--- src/design/crcpd_pkg.sv ---
// ----------------------------------------------------------------------------
// crcpd_pkg: shared types and constants for the packet deframer
// Holds the frame phase and event codes, counter slots, CSR indexes and
// the CRC polynomial.
// ----------------------------------------------------------------------------
package crcpd_pkg;

   typedef enum logic [2:0] {
      PH_SOF1 = 3'd0,
      PH_SOF2 = 3'd1,
      PH_LEN  = 3'd2,
      PH_TYPE = 3'd3,
      PH_PAY  = 3'd4,
      PH_CLO  = 3'd5,
      PH_CHI  = 3'd6
   } phase_type;

   typedef enum logic [2:0] {
      EV_DISCARD   = 3'd0,
      EV_FRAMING   = 3'd1,
      EV_PAYLOAD   = 3'd2,
      EV_GOOD      = 3'd3,
      EV_CRC_BAD   = 3'd4,
      EV_END_CLEAN = 3'd5,
      EV_END_PART  = 3'd6
   } event_type;

   // counter slots
   localparam int CNT_DISC  = 0;
   localparam int CNT_SYNC  = 1;
   localparam int CNT_GOOD  = 2;
   localparam int CNT_CFAIL = 3;
   localparam int CNT_PART  = 4;
   localparam int CNT_NUM   = 5;

   // register indexes
   localparam logic [1:0] CSR_START_ONE = 2'd0;
   localparam logic [1:0] CSR_START_TWO = 2'd1;
   localparam logic [1:0] CSR_CRC_SEED  = 2'd2;

   localparam logic [7:0]  START_ONE_RESET = 8'hAA;
   localparam logic [7:0]  START_TWO_RESET = 8'h55;
   localparam logic [15:0] CRC_SEED_RESET  = 16'hFFFF;
   localparam logic [15:0] CRC_POLY        = 16'h1021;

   // counter increment requests for one transfer
   typedef struct packed {
      logic part;
      logic cfail;
      logic good;
      logic sync;
      logic disc;
   } bump_type;

endpackage

--- src/design/crcpd_crc.sv ---
// ----------------------------------------------------------------------------
// crcpd_crc: byte-wide CRC-16 CCITT update
// Folds one byte into the running CRC, MSB first, no reflection.
// ----------------------------------------------------------------------------
module crcpd_crc (
   input  logic [15:0] crc_i,
   input  logic [7:0]  byte_i,
   output logic [15:0] crc_o
);

   always_comb begin
      logic [15:0] c;
      c = crc_i ^ {byte_i, 8'h00};
      for (int i = 0; i < 8; i++) begin
         if (c[15]) begin
            c = {c[14:0], 1'b0} ^ crcpd_pkg::CRC_POLY;
         end else begin
            c = {c[14:0], 1'b0};
         end
      end
      crc_o = c;
   end

endmodule

--- src/design/crcpd_counters.sv ---
// ----------------------------------------------------------------------------
// crcpd_counters: bank of saturating statistic counters
// Each counter advances on its request bit and holds at all ones.
// ----------------------------------------------------------------------------
module crcpd_counters #(
   parameter int COUNT_WIDTH = 32
) (
   input  logic                                          clock,
   input  logic                                          reset,
   input  crcpd_pkg::bump_type                           bump_i,
   output logic [crcpd_pkg::CNT_NUM-1:0][COUNT_WIDTH-1:0] count_o
);

   logic [crcpd_pkg::CNT_NUM-1:0][COUNT_WIDTH-1:0] count_ff;
   logic [crcpd_pkg::CNT_NUM-1:0][COUNT_WIDTH-1:0] count_in;
   logic [crcpd_pkg::CNT_NUM-1:0]                  req;

   assign req = bump_i;

   always_comb begin
      for (int k = 0; k < crcpd_pkg::CNT_NUM; k++) begin
         count_in[k] = count_ff[k];
         if (req[k] && (count_ff[k] != {COUNT_WIDTH{1'b1}})) begin
            count_in[k] = count_ff[k] + {{(COUNT_WIDTH-1){1'b0}}, 1'b1};
         end
      end
   end

   always_ff @(posedge clock) begin
      if (reset) begin
         count_ff <= '0;
      end else begin
         count_ff <= count_in;
      end
   end

   assign count_o = count_ff;

endmodule

--- src/design/crc_checked_packet_deframer.sv ---
// ----------------------------------------------------------------------------
// crc_checked_packet_deframer: CRC-16 checked UART packet deframer
// rsp_valid is registered and is set in the cycle after an accepted req_ transfer.
// Throughput: one item per cycle while the result channel is not stalled; the byte-wide CRC update and frame phase
//   logic sit between the request handshake and the result register.
// Reset: synchronous, active high; clears phase, frame state and counters,
//   and loads the CSRs with their defaults.
// ----------------------------------------------------------------------------
module crc_checked_packet_deframer #(
   parameter int COUNT_WIDTH = 32
) (
   input  logic        clock,
   input  logic        reset,
   // request channel
   input  logic        req_valid,
   output logic        req_ready,
   input  logic        req_kind,
   input  logic [7:0]  req_data_byte,
   // result channel
   output logic        rsp_valid,
   input  logic        rsp_ready,
   output logic [2:0]  rsp_event_res,
   output logic [7:0]  rsp_byte_out,
   output logic [7:0]  rsp_packet_type,
   output logic [7:0]  rsp_packet_length,
   output logic [7:0]  rsp_byte_position,
   output logic [31:0] rsp_discarded_total,
   output logic [31:0] rsp_sync_loss_total,
   output logic [31:0] rsp_good_total,
   output logic [31:0] rsp_crc_fail_total,
   output logic [31:0] rsp_partial_total,
   // configuration write channel
   input  logic        csr_valid,
   output logic        csr_ready,
   input  logic [1:0]  csr_index,
   input  logic [15:0] csr_data
);

   // ---------------------------------------------------------------------
   // Configuration registers; out-of-range indexes are dropped.
   // ---------------------------------------------------------------------
   logic [7:0]  start_one_ff;
   logic [7:0]  start_two_ff;
   logic [15:0] crc_seed_ff;

   assign csr_ready = 1'b1;

   always_ff @(posedge clock) begin
      if (reset) begin
         start_one_ff <= crcpd_pkg::START_ONE_RESET;
         start_two_ff <= crcpd_pkg::START_TWO_RESET;
         crc_seed_ff  <= crcpd_pkg::CRC_SEED_RESET;
      end else if (csr_valid && csr_ready) begin
         case (csr_index)
            crcpd_pkg::CSR_START_ONE: start_one_ff <= csr_data[7:0];
            crcpd_pkg::CSR_START_TWO: start_two_ff <= csr_data[7:0];
            crcpd_pkg::CSR_CRC_SEED:  crc_seed_ff  <= csr_data;
            default: begin
            end
         endcase
      end
   end

   // ---------------------------------------------------------------------
   // Handshake: take a new transfer whenever the result register is empty
   // or is being drained in this cycle.
   // ---------------------------------------------------------------------
   logic rsp_valid_ff;
   logic rsp_valid_in;
   logic accept;

   assign req_ready    = !rsp_valid_ff || rsp_ready;
   assign accept       = req_valid && req_ready;
   assign rsp_valid_in = accept || (rsp_valid_ff && !rsp_ready);

   // ---------------------------------------------------------------------
   // Frame state
   // ---------------------------------------------------------------------
   crcpd_pkg::phase_type phase_ff, phase_in;
   logic [7:0]  len_ff, len_in;
   logic [7:0]  type_ff, type_in;
   logic [7:0]  count_ff, count_in;
   logic [15:0] crc_ff, crc_in;
   logic [7:0]  crc_lo_ff, crc_lo_in;
   logic        in_flight_ff, in_flight_in;

   // result register payload
   crcpd_pkg::event_type event_ff, event_in;
   logic [7:0] byte_out_ff, byte_out_in;
   logic [7:0] type_out_ff, type_out_in;
   logic [7:0] len_out_ff, len_out_in;
   logic [7:0] pos_ff, pos_in;

   crcpd_pkg::bump_type bump;
   logic [15:0]         crc_next;
   logic [7:0]          count_inc;

   crcpd_crc u_crc (
      .crc_i  (crc_ff),
      .byte_i (req_data_byte),
      .crc_o  (crc_next)
   );

   assign count_inc = count_ff + 8'd1;

   always_comb begin
      phase_in     = phase_ff;
      len_in       = len_ff;
      type_in      = type_ff;
      count_in     = count_ff;
      crc_in       = crc_ff;
      crc_lo_in    = crc_lo_ff;
      in_flight_in = in_flight_ff;
      event_in     = crcpd_pkg::EV_DISCARD;
      byte_out_in  = 8'd0;
      pos_in       = 8'd0;
      bump         = '0;

      if (req_kind) begin
         // end of stream: report, then return frame state to reset values
         if ((phase_ff != crcpd_pkg::PH_SOF1) && (phase_ff <= crcpd_pkg::PH_CHI)) begin
            event_in  = crcpd_pkg::EV_END_PART;
            bump.part = 1'b1;
         end else begin
            event_in = crcpd_pkg::EV_END_CLEAN;
         end
         phase_in     = crcpd_pkg::PH_SOF1;
         len_in       = 8'd0;
         type_in      = 8'd0;
         count_in     = 8'd0;
         crc_in       = 16'd0;
         crc_lo_in    = 8'd0;
         in_flight_in = 1'b0;
      end else begin
         case (phase_ff)
            crcpd_pkg::PH_SOF2: begin
               // second-byte match wins when both start bytes are equal
               if (req_data_byte == start_two_ff) begin
                  phase_in     = crcpd_pkg::PH_LEN;
                  in_flight_in = 1'b1;
                  event_in     = crcpd_pkg::EV_FRAMING;
               end else if (req_data_byte == start_one_ff) begin
                  bump.disc = 1'b1;
               end else begin
                  bump.disc = 1'b1;
                  phase_in  = crcpd_pkg::PH_SOF1;
               end
            end
            crcpd_pkg::PH_LEN: begin
               len_in   = req_data_byte;
               count_in = 8'd0;
               crc_in   = crc_seed_ff;
               phase_in = crcpd_pkg::PH_TYPE;
               event_in = crcpd_pkg::EV_FRAMING;
            end
            crcpd_pkg::PH_TYPE: begin
               type_in  = req_data_byte;
               crc_in   = crc_next;
               phase_in = (len_ff == 8'd0) ? crcpd_pkg::PH_CLO : crcpd_pkg::PH_PAY;
               event_in = crcpd_pkg::EV_FRAMING;
            end
            crcpd_pkg::PH_PAY: begin
               event_in    = crcpd_pkg::EV_PAYLOAD;
               byte_out_in = req_data_byte;
               pos_in      = count_ff;
               crc_in      = crc_next;
               count_in    = count_inc;
               if (count_inc >= len_ff) begin
                  phase_in = crcpd_pkg::PH_CLO;
               end
            end
            crcpd_pkg::PH_CLO: begin
               crc_lo_in = req_data_byte;
               phase_in  = crcpd_pkg::PH_CHI;
               event_in  = crcpd_pkg::EV_FRAMING;
            end
            crcpd_pkg::PH_CHI: begin
               // CRC arrives low byte first; commit or drop the packet
               if ({req_data_byte, crc_lo_ff} == crc_ff) begin
                  bump.good = 1'b1;
                  event_in  = crcpd_pkg::EV_GOOD;
               end else begin
                  bump.cfail = 1'b1;
                  bump.sync  = in_flight_ff;
                  event_in   = crcpd_pkg::EV_CRC_BAD;
               end
               phase_in     = crcpd_pkg::PH_SOF1;
               in_flight_in = 1'b0;
               count_in     = 8'd0;
            end
            default: begin
               // hunting the first start byte; unused codes land here too
               phase_in = crcpd_pkg::PH_SOF1;
               if (req_data_byte == start_one_ff) begin
                  phase_in = crcpd_pkg::PH_SOF2;
                  event_in = crcpd_pkg::EV_FRAMING;
               end else begin
                  bump.disc = 1'b1;
               end
            end
         endcase
      end

      // end of stream reports the held values from before the clear
      type_out_in = req_kind ? type_ff : type_in;
      len_out_in  = req_kind ? len_ff  : len_in;

      // only a real transfer moves state or counters
      if (!accept) begin
         bump = '0;
      end
   end

   // control state
   always_ff @(posedge clock) begin
      if (reset) begin
         rsp_valid_ff <= 1'b0;
         phase_ff     <= crcpd_pkg::PH_SOF1;
         len_ff       <= 8'd0;
         type_ff      <= 8'd0;
         count_ff     <= 8'd0;
         crc_ff       <= 16'd0;
         crc_lo_ff    <= 8'd0;
         in_flight_ff <= 1'b0;
      end else begin
         rsp_valid_ff <= rsp_valid_in;
         if (accept) begin
            phase_ff     <= phase_in;
            len_ff       <= len_in;
            type_ff      <= type_in;
            count_ff     <= count_in;
            crc_ff       <= crc_in;
            crc_lo_ff    <= crc_lo_in;
            in_flight_ff <= in_flight_in;
         end
      end
   end

   // result payload: load on accept, hold while stalled
   always_ff @(posedge clock) begin
      if (accept) begin
         event_ff    <= event_in;
         byte_out_ff <= byte_out_in;
         type_out_ff <= type_out_in;
         len_out_ff  <= len_out_in;
         pos_ff      <= pos_in;
      end
   end

   // ---------------------------------------------------------------------
   // Statistic counters. They change only on an accepted transfer, so the
   // registers always show the values after the item held in the result
   // register.
   // ---------------------------------------------------------------------
   logic [crcpd_pkg::CNT_NUM-1:0][COUNT_WIDTH-1:0] counts;

   crcpd_counters #(
      .COUNT_WIDTH (COUNT_WIDTH)
   ) u_counters (
      .clock   (clock),
      .reset   (reset),
      .bump_i  (bump),
      .count_o (counts)
   );

   assign rsp_valid           = rsp_valid_ff;
   assign rsp_event_res       = event_ff;
   assign rsp_byte_out        = byte_out_ff;
   assign rsp_packet_type     = type_out_ff;
   assign rsp_packet_length   = len_out_ff;
   assign rsp_byte_position   = pos_ff;
   assign rsp_discarded_total = 32'(counts[crcpd_pkg::CNT_DISC]);
   assign rsp_sync_loss_total = 32'(counts[crcpd_pkg::CNT_SYNC]);
   assign rsp_good_total      = 32'(counts[crcpd_pkg::CNT_GOOD]);
   assign rsp_crc_fail_total  = 32'(counts[crcpd_pkg::CNT_CFAIL]);
   assign rsp_partial_total   = 32'(counts[crcpd_pkg::CNT_PART]);

endmodule

--- config.mk ---
export PLATFORM = sky130hd
export DESIGN_NAME = crc_checked_packet_deframer
export DESIGN_NICKNAME = d
export VERILOG_FILES = /design/src/design/crcpd_pkg.sv /design/src/design/crcpd_crc.sv /design/src/design/crcpd_counters.sv /design/src/design/crc_checked_packet_deframer.sv
export SDC_FILE = /design/constraint.sdc
export NUM_CORES = 1
export LEC_CHECK = 0
export BUFFER_PORTS_ARGS = -buffer_cell sky130_fd_sc_hd__buf_4
export CAP_MARGIN = 20
export CORE_ASPECT_RATIO = 1.4
export CORE_UTILIZATION = 45
export DETAILED_ROUTE_END_ITERATION = 10
export PLACE_DENSITY = 0.66
export SLEW_MARGIN = 10
export SYNTH_ARGS = -nofsm -noshare
export SYNTH_HDL_FRONTEND = slang
export SYNTH_SLANG_ARGS = --single-unit
--- constraint.sdc ---
create_clock -name clock -period 3.1 [get_ports clock]
set_input_delay 0.155 -clock clock [delete_from_list [all_inputs] [get_ports clock]]
set_output_delay 0.155 -clock clock [all_outputs]
set_load 0.03 [all_outputs]
==> results of run 1 <==
[Yosys cell counts, drive strengths merged (8+ instances only)]
master  count
o31ai      19
and3       35
ha         14
clkbuf     56
nand3b     28
nand2     129
o21ai      71
xnor2      57
inv        27
buf        27
xor2       70
edfxtp     35
a21oi      93
nor2b      41
mux2i      14
nor4       31
a22oi      30
o211ai      8
or3        55
mux2       27
nand3      74
nor2      168
nor3       19
or4        23
nand4      69
and4       20
nand2b     10
and2       17
dfxtp     245
[registers in the layout, indices dropped and copies added, names as in the netlist]
register,flops
count_ff,8
rsp_packet_length,8
in_flight_ff,1
u_counters.count_o,160
start_one_ff,8
start_two_ff,8
rsp_event_res,3
crc_seed_ff,16
type_ff,8
rsp_byte_position,8
crc_lo_ff,8
rsp_valid,1
rsp_byte_out,8
crc_ff,16
phase_ff,3
len_ff,8
rsp_packet_type,8
[worst min path at each step]
stage / startpoint / to / slack, ns / depth (start not counted)
after floorplan: csr_data[1] / start_one_ff[1] / 0.27 / 1
after global placement: csr_data[8] / crc_seed_ff[8] / 0.37 / 3
after detailed placement: csr_data[14] / crc_seed_ff[14] / 0.37 / 3
after CTS: csr_index[1] / start_two_ff[7] / 0.06 / 4
after global routing: csr_index[1] / start_two_ff[5] / 0.10 / 4
final: csr_index[0] / start_one_ff[4] / 0.09 / 4
[per-stage QoR]
stage / util (%) / instances
after global routing: 57.12 / 2201
after CTS: 57.11 / 2200
final: 57.12 / 2201
after detailed placement: 52.56 / 2118
after global placement: 52.56 / 2118
after floorplan: - / 1558
[power breakdown]
part           internal [W]  switching, W  total (W)
clock               0.00237       0.00156    0.00393
sequential          0.00371     0.0000226    0.00373
combinational      0.000160      0.000279   0.000439
[per-layer routing]
metal,up-vias,track usage (%),share of wire (%)
met1,5899,28.90,41
li1,6057,-,-
met4,0,9.571,3.1
met3,78,3.947,6.0
met5,-,0,0
met2,362,41.94,50
[critical path, delay by kind of cell, from the launching register on]
family | cells | cell delay [ns]
AND/OR/NAND/NOR | 5 | 1.59
AO/OA/AOI/OAI | 1 | 0.16
flip-flops | 1 | 0.58
buffers and inverters | 1 | 0.25
[final cells by class]
type,instances,area [um^2],area share (%)
Clock buffer,37,848.3,4.961
Timing Repair Buffer,285,2218,12.97
Inverter,28,106.4,0.6219
Multi-Input combinational cell,1167,7237,42.32
Sequential cell,280,5956,34.83
Clock inverter,19,252.7,1.478
Tap cell,385,481.7,2.817
[kinds of logic (layout without fill, tap and decap cells)]
group	after synthesis	count (layout)	share of synthesized area [%]
fa+ha+maj	14	14	1.282
buf+inv	111	369	3.571
xor+xnor	127	127	8.361
flops	280	280	43.59
simple gates	736	736	29.08
other cells	1	1	0.02745
mux	41	41	3.333
compound gates	248	248	10.76
==> impl_results.md, run 1 <==
* CP endpoint: u_counters.count_o[109]
* Synthesis-to-finish area growth at 25.16%
* Design area at ~17,000 um^2
* Placed inst area at about 16,000 um^2
* Synth top area share at 35.90%
* Synth Instances at 1,558
* Worst Hold Class: primary input to flip-flop
* Crit path max-delay cell type: or4_1
* Via count at roughly 12,000
* Routability Congestion at slightly above 0.9
* Setup WS post-layout at roughly 0.41 ns
* Top cells by area in the synthesized netlist: dfxtp_1 36%, edfxtp_1 7.7%, nor2_1 4.6%
* Fin. max-slew vios at 0
* Fin. Hold Viols at 0
* Vias in the first global route at ~12,000
* FILL cells at between 2,000 and 3,000
* Worst r2r dst: u_counters.count_o[109]
* CTS Buf Count at 30
* Synth area leader: dfxtp_1
* Post_cts resized at 0
* RSZ-0062 raised after global routing: no
* Pwr Density at ~470 nW/um^2
* Worst skew pair latency at around 0.56 ns
* Synth Warn # at 0
* Clk slew on worst S/H paths at 0.07 ns
* Hold Slack at 0.09016 ns
* FF+latch count, synth at 280
* Ports at 230
* Clock tree from TritonCTS: done
* Residual DRC at 0
* WP data required at about 3.6 ns
* Post-Syn Area at roughly 14,000 um^2
* H-tree Lvls at 1
* DRT iter0 DRCs at approximately 1,000
* Unique masters post-synth at 62
* CP Data Arrival Time at ~3.2 ns
* Post-synth EDFFs at 35
* Worst R2R Path Depth at 7
* Post-Syn Area per Cell at roughly 9 um^2
* Vias per inst at about 5.6
* Setup crit end kind: flip-flop
* Clk_skew at slightly below 0.02 ns
* Initial core utilization at 45.64%
* Final setup viols at 0
* Total wire length at 37,710 um
* Status: complete, no violations
* Clock Tree Root: clkbuf_16
* Worst r2r src: phase_ff[1]
* IO buf count at about 230
* Nets at ~1,800
* First-pass detailed-route iteration total at 5
* CP Max Fanout at 17
* WS Path Type: flip-flop to flip-flop
* Post-synth ARST share at 0%
* Design Power at between 0.008 and 0.009 W
* CP Cell Sequence: nand3b_1 -> nor3_2 -> buf_4 -> and2_1 -> nand3_1 -> or4_1 -> a21oi_1
* # diodes at 0
* First-pass GRT wire length at between 60,000 and 70,000 um
* Top FF cell, synth: dfxtp_1
* Die Wd at approximately 150 um
* Crit-path max cell delay at 0.62 ns
* CP Launch Type: flip-flop
* Clk buf depth at 3
* Slew headroom at about 34%
* Initial antenna violation count at 0
* Worst Tran Pin Value at 0.9794 ns
* Tmin final at between 2 and 3 ns
* WL per Instance at ~17 um
* R2R Setup Slk at a little over 0.4 ns
* CP startpoint: phase_ff[1]
* Place WS at 0.4447 ns
* Die H at 208.2 um
* Commonest non-fill, non-tap cell in the layout: buf_4
* Postcts setup bufs at 0
* Leakage at approximately 6.5 nW
* Die Footprint at a little over 30,000 um^2
* Clock sink count at between 200 and 300
* MaxCap Viol Count at 0
* GRT Residual Overflow at 0
* Global Route Usage Sum at roughly a quarter
* Largest net degree at the start of global routing at about 120
* Commonest non-fill, non-tap cells in the layout: 256 x buf_4, 245 x dfxtp_1, 168 x nor2_1, 129 x nand2_1, 93 x a21oi_1
* Period utilisation layout at 86.63%
* Sequential area share after synthesis at between 40% and 50%
* # rows at 75
* ANT nets after route at 0
* Detail Placement HPWL at between 20,000 and 30,000 um
* Share of cells above drive strength 1 at 20.48%
* Synthesized Nets at between 1,500 and 2,000
* Fmax at roughly 370 MHz
* Core area at 29,940 um^2
* Cts hold-fix bufs at 26
* Peak supply drop at 0.0003948 V
* Final setup TNS at 0 ns
(Power assumes the default switching activity.)
==> inputs of run 2 (changes only) <==
Settings changed: CORE_ASPECT_RATIO 1.4 to 1.25.
==> impl_results.md, run 2 (synthesis results as in run 1) <==
* Status: complete, no violations
* Vias per inst at 5.577 (-0.98%)
* IO buf count at 228 (unchanged)
* Max FFs per register at 160 (unchanged)
* Initial antenna violation count at 2 (+2)
* CP Data Arrival Time at 3.23 ns (+0.06 ns)
* Worst R2R Path Depth at 6 (-1)
* Clock sink count at 280 (unchanged)
* ANT nets after route at 0 (unchanged)
* RSZ-0062 raised after global routing: no
* Clk buf depth at 3 (unchanged)
* First-pass detailed-route iteration total at 5 (unchanged)
* Share of cells above drive strength 1 at 19.69% (-0.79 points)
* Worst Hold Class: primary input to flip-flop
* Hold Slack at 0.02188 ns (-0.06828 ns)
* Synthesis-to-finish area growth at 24.30%
* FILL cells at 2,665 (-1.7%)
* Final setup viols at 0 (unchanged)
* Dpl cells at 2,123 (+0.24%)
* WS Path Type: flip-flop to flip-flop
* CP Max Fanout at 12 (-5)
* CP startpoint: crc_ff[14]
* Fmax at 361.7 MHz (-2.9%)
* Die Footprint at 31,070 um^2 (about the same)
* CP Launch Type: flip-flop
* Die H at 196.8 um (-5.5%)
* Core area at 29,520 um^2 (-1.4%)
* Clk slew on worst S/H paths at 0.06 ns (about the same)
* Internal power at 0.005997 W (-3.9%)
* Final setup TNS at 0 ns (unchanged)
* Logic gate share of total power at 5.6% (+0.2 points)
* Slew headroom at 37.08% (+2.7 points)
* Flop pwr share at 48.3% (+2.2 points)
* Global Route Usage Sum at 23.14% (-0.84 points)
* Postcts setup bufs at 0 (unchanged)
* Sw Share at 22.48% (-0.51 points)
* Residual DRC at 0 (unchanged)
* Die Wd at 157.9 um (+5.8%)
* Clock Tree Root: clkbuf_16
* Total wire length at 36,640 um (-2.9%)
* Ports at 230 (unchanged)
* CTS Buf Count at 30 (unchanged)
* Fin. max-slew vios at 0 (unchanged)
* Worst Tran Pin Value at 0.9361 ns (-0.04331 ns)
* Clock tree from TritonCTS: done
* Leakage at 6.396 nW (-1.1%)
* Final std cells w/o fill at 2,206 (+0.23%)
* DRT iter0 DRCs at 707 (-28%)
* Commonest non-fill, non-tap cell in the layout: buf_4
* WL per Instance at 16.61 um (-3.1%)
* First-pass GRT wire length at 58,630 um (-3.7%)
* Initial core utilization at 46.29% (+0.65 points)
* MaxCap Viol Count at 0 (unchanged)
* Commonest non-fill, non-tap cells in the layout: 249 x buf_4, 245 x dfxtp_1, 168 x nor2_1, 129 x nand2_1, 93 x a21oi_1
* Period utilisation layout at 89.18% (+2.6 points)
* Sw Pwr at 0.001739 W (-6.7%)
* Vias in the first global route at 11,467 (-3.5%)
* Min-delay src: req_data_byte[7]
* Pwr Density at 455.5 nW/um^2 (-3.9%)
* Nets at 1,832 (-0.33%)
* Worst skew pair latency at 0.56 ns (about the same)
* Clk pwr share at 46.1% (-2.4 points)
* # rows at 70 (-6.7%)
* Peak supply drop at 0.0003311 V (-16%)
* WHS Path Cells at 3 (-1)
* Tmin final at 2.765 ns (+0.07918 ns)
* Clk_skew at 0.02546 ns (+0.005619 ns)
* Fin. Hold Viols at 0 (unchanged)
* Detail Placement HPWL at 25,650 um (-3.1%)
* H-tree Lvls at 1 (unchanged)
* Via count at 12,302 (-0.76%)
* Setup crit end kind: flip-flop
* Largest net degree at the start of global routing at 125 (+5.0%)
* GRT Residual Overflow at 0 (unchanged)
* Routability Congestion at 0.8692 (-5.8%)
* WP data required at 3.57 ns (about the same)
* Worst r2r src: crc_ff[14]
[run 2: cell types whose count changed in the layout (fill, tap and decap cells not counted), moves of 2 or more]
cell        before  now
clkbuf_1         1   11
buf_4          256  249
clkbuf_8         5    9
clkinv_4         6    0
bufinv_16        5    1
clkinv_2         5    1
diode_2          0    2
clkinvlp_4       4    1
[run 2: path summary, 6_finish.rpt]
path	endpoint	slack (ns)
max reg2reg	u_counters.count_o[95]	0.34
max	u_counters.count_o[95]	0.34
min	rsp_packet_length[7]	0.02
min reg2reg	crc_seed_ff[6]	0.47
[run 2: power groups by stage]
| stage | clock [W] | combinational (W) | sequential, W |
|---|---|---|---|
| 2_1_floorplan | 0 | 0.000215 | 0.00386 |
| 3_3_place_gp | 0 | 0.000399 | 0.00382 |
| 3_5_place_dp | 0 | 0.000403 | 0.00382 |
| 4_1_cts | 0.00364 | 0.000432 | 0.00374 |
| 5_1_grt | 0.00378 | 0.000465 | 0.00374 |
| 6_report | 0.00357 | 0.000432 | 0.00374 |
[run 2: metrics by stage]
stage          power, W  utilization (%)  worst slack [ns]  cell area, um^2
4_1_cts        0.007813            57.46            0.3651            16960
5_1_grt        0.007984            57.54            0.1104            16980
6_report       0.007736            57.54            0.3354            16980
2_1_floorplan  0.004072                -            0.3412            13660
3_5_place_dp   0.004218            53.26            0.3961            15720
3_3_place_gp   0.004214            53.24            0.4354            15720
[run 2: area by class of cell]
class	count	area (um^2)	area share (%)
Antenna cell	2	5.005	0.02947
Multi-Input combinational cell	1167	7243	42.65
Tap cell	396	495.5	2.917
Clock inverter	3	46.29	0.2726
Sequential cell	280	5956	35.07
Inverter	28	106.4	0.6262
Clock buffer	51	940.9	5.540
Timing Repair Buffer	279	2191	12.90
[run 2: worst max-delay path: stages (launching register included)]
cell and delay [ns]:
dfxtp_1 0.33, xnor2_2 0.33, nand4_2 0.19, nor4_4 0.68, nand4_1 0.45, or4_1 0.51
a21oi_1 0.17
[run 2: timing repair]
item                      in CTS  in global routing
hold buffers                  25                  0
gates resized for setup        0                  0
hold endpoints to repair      41                  0
[run 2: metal layers]
metal | global-route usage, % | up-vias | wire [um]
met1 | 29.03 | 5867 | 15550
met3 | 4.112 | 83 | 2055
met2 | 39.16 | 303 | 17770
li1 | - | 6049 | -
met4 | 8.846 | 0 | 1261
met5 | 0 | - | 0
==> inputs of run 3 (changes only) <==
Settings changed: REMOVE_ABC_BUFFERS set to 1, SLEW_MARGIN 10 to 20.
==> impl_results.md, run 3 (synthesis results as in run 1) <==
* Residual DRC at 0 (unchanged)
* H-tree Lvls at 1 (unchanged)
* Multi-input logic area at 7228 um^2 (-0.21%)
* Synthesis-to-finish area growth at 24.45%
* Tmin final at 2.635 ns (-0.1300 ns)
* Peak supply drop at 0.0003725 V (+12%)
* WHS Path Cells at 4 (+1)
* Crit-path max cell delay at 0.62 ns (-0.06 ns)
* Routability Congestion at 0.8850 (+1.8%)
* Pwr Density at 461.5 nW/um^2 (+1.3%)
* Total wire length at 36,900 um (+0.70%)
* Worst R2R Path Depth at 7 (+1)
* CP Max Fanout at 17 (+5)
* Largest net degree at the start of global routing at 100 (-20%)
* Leakage at 6.420 nW (+0.38%)
* GRT Residual Overflow at 0 (unchanged)
* Clock sink count at 280 (unchanged)
* Core area at 29,520 um^2 (unchanged)
* WS Path Type: flip-flop to flip-flop
* Period utilisation layout at 84.99% (-4.2 points)
* Hold Slack at 0.04691 ns (+0.02503 ns)
* CP Cell Sequence: nand3b_1 -> nor3_2 -> buf_4 -> and2_1 -> nand3_1 -> or4_1 -> a21oi_1
* Clk_skew at 0.01081 ns (-0.01465 ns)
* CP Data Arrival Time at 3.12 ns (-0.11 ns)
* Die Footprint at 31,070 um^2 (unchanged)
* Design area at 17,000 um^2 (+0.12%)
* MaxCap Viol Count at 0 (unchanged)
* Detail Placement HPWL at 26,030 um (+1.5%)
* Clk slew on worst S/H paths at 0.06 ns (about the same)
* Final setup viols at 0 (unchanged)
* Worst Hold Class: primary input to flip-flop
* Via count at 12,434 (+1.1%)
* Fin. max-slew vios at 0 (unchanged)
* CP Launch Type: flip-flop
* Ports at 230 (unchanged)
* WL per Instance at 16.71 um (+0.61%)
* ANT nets after route at 0 (unchanged)
* Slew headroom at 45.97% (+8.9 points)
* Setup crit end kind: flip-flop
* CTS Buf Count at 31 (+3.3%)
* FILL cells at 2,723 (+2.2%)
* Die Wd at 157.9 um (unchanged)
* FF/Latch Area at 5956 um^2 (unchanged)
* First-pass detailed-route iteration total at 5 (unchanged)
* Commonest non-fill, non-tap cell in the layout: buf_4
* Clk buf depth at 3 (unchanged)
* Global Route Usage Sum at 23.26% (+0.11 points)
* Clock tree from TritonCTS: done
* Post-route core utilization at 57.61% (+0.068 points)
* Placed inst area at 15,720 um^2 (about the same)
* Initial antenna violation count at 0 (-2)
* Post_cts resized at 0 (unchanged)
* Vias per inst at 5.631 (+0.98%)
* Fmax at 379.6 MHz (+4.9%)
* # diodes at 0 (-2)
* Status: complete, no violations
* Nets at 1,834 (+0.11%)
* IO buf count at 228 (unchanged)
* Worst skew pair latency at 0.56 ns (about the same)
* Initial core utilization at 46.29% (unchanged)
* Max FFs per register at 160 (unchanged)
* First-pass GRT wire length at 58,870 um (+0.41%)
* Vias in the first global route at 11,541 (+0.65%)
* RSZ-0062 raised after global routing: no
* Clock Tree Root: clkbuf_16
* Share of cells above drive strength 1 at 19.70% (about the same)
* Commonest non-fill, non-tap cells in the layout: 251 x buf_4, 245 x dfxtp_1, 168 x nor2_1, 129 x nand2_1, 93 x a21oi_1
* Fin. Hold Viols at 0 (unchanged)
* WP data required at 3.59 ns (+0.02 ns)
* Worst Tran Pin Value at 0.8105 ns (-0.1256 ns)
* # rows at 70 (unchanged)
* Crit path max-delay cell type: dfxtp_1
* DRT iter0 DRCs at 826 (+17%)
* Die H at 196.8 um (unchanged)
run 3: layout make-up:
cell class | count | area share, %
clock inverters | 10 | 0.6255
flip-flops and latches | 280 | 35.03
repair buffers | 280 | 12.91
inverters | 28 | 0.6181
multi-input cells | 1167 | 42.51
clock buffers | 47 | 5.394
well taps | 396 | 2.914
run 3: power by group:
| group | total (W) | switching, W | internal, W |
|---|---|---|---|
| clock | 0.00367 | 0.00148 | 0.00220 |
| combinational | 0.000436 | 0.000278 | 0.000158 |
| sequential | 0.00374 | 0.0000237 | 0.00371 |
| total | 0.00785 | 0.00178 | 0.00607 |
run 3: final timing paths:
kind	from	end	slack [ns]
worst max-delay path	phase_ff[2]	u_counters.count_o[107]	0.47
worst min register to register	crc_seed_ff[11]	crc_seed_ff[11]	0.46
worst max register to register	phase_ff[2]	u_counters.count_o[107]	0.47
worst min-delay path	csr_index[1]	start_two_ff[7]	0.05
run 3: critical path: cells and delay by family (launching register included):
kind,cells,cell delay [ns]
AND/OR/NAND/NOR,5,1.54
flip-flops,1,0.62
buffers and inverters,1,0.24
AO/OA/AOI/OAI,1,0.15
run 3: metrics by stage:
stage                     instances  power (W)  TNS [ns]  setup WS (ns)
after detailed placement       2125   0.004225         0         0.5376
after global placement         2125   0.004221         0         0.5978
final                          2208   0.007848         0         0.4653
after global routing           2208   0.008104         0         0.2581
after CTS                      2208   0.007931         0         0.5161
after floorplan                1475   0.004005    -2.141        -0.2165
run 3: what timing repair did:
action,4_1_cts,5_1_grt
hold endpoints to repair,45,0
buffers inserted,0,0
hold buffers,26,0
run 3: per-layer routing:
| layer | up-vias | GRT usage, % | wire length, um |
|---|---|---|---|
| li1 | 6046 | - | - |
| met1 | 5989 | 29.88 | 15940 |
| met2 | 325 | 40.27 | 18280 |
| met3 | 74 | 2.682 | 1690 |
| met4 | 0 | 7.407 | 994 |
| met5 | - | 0 | 0 |
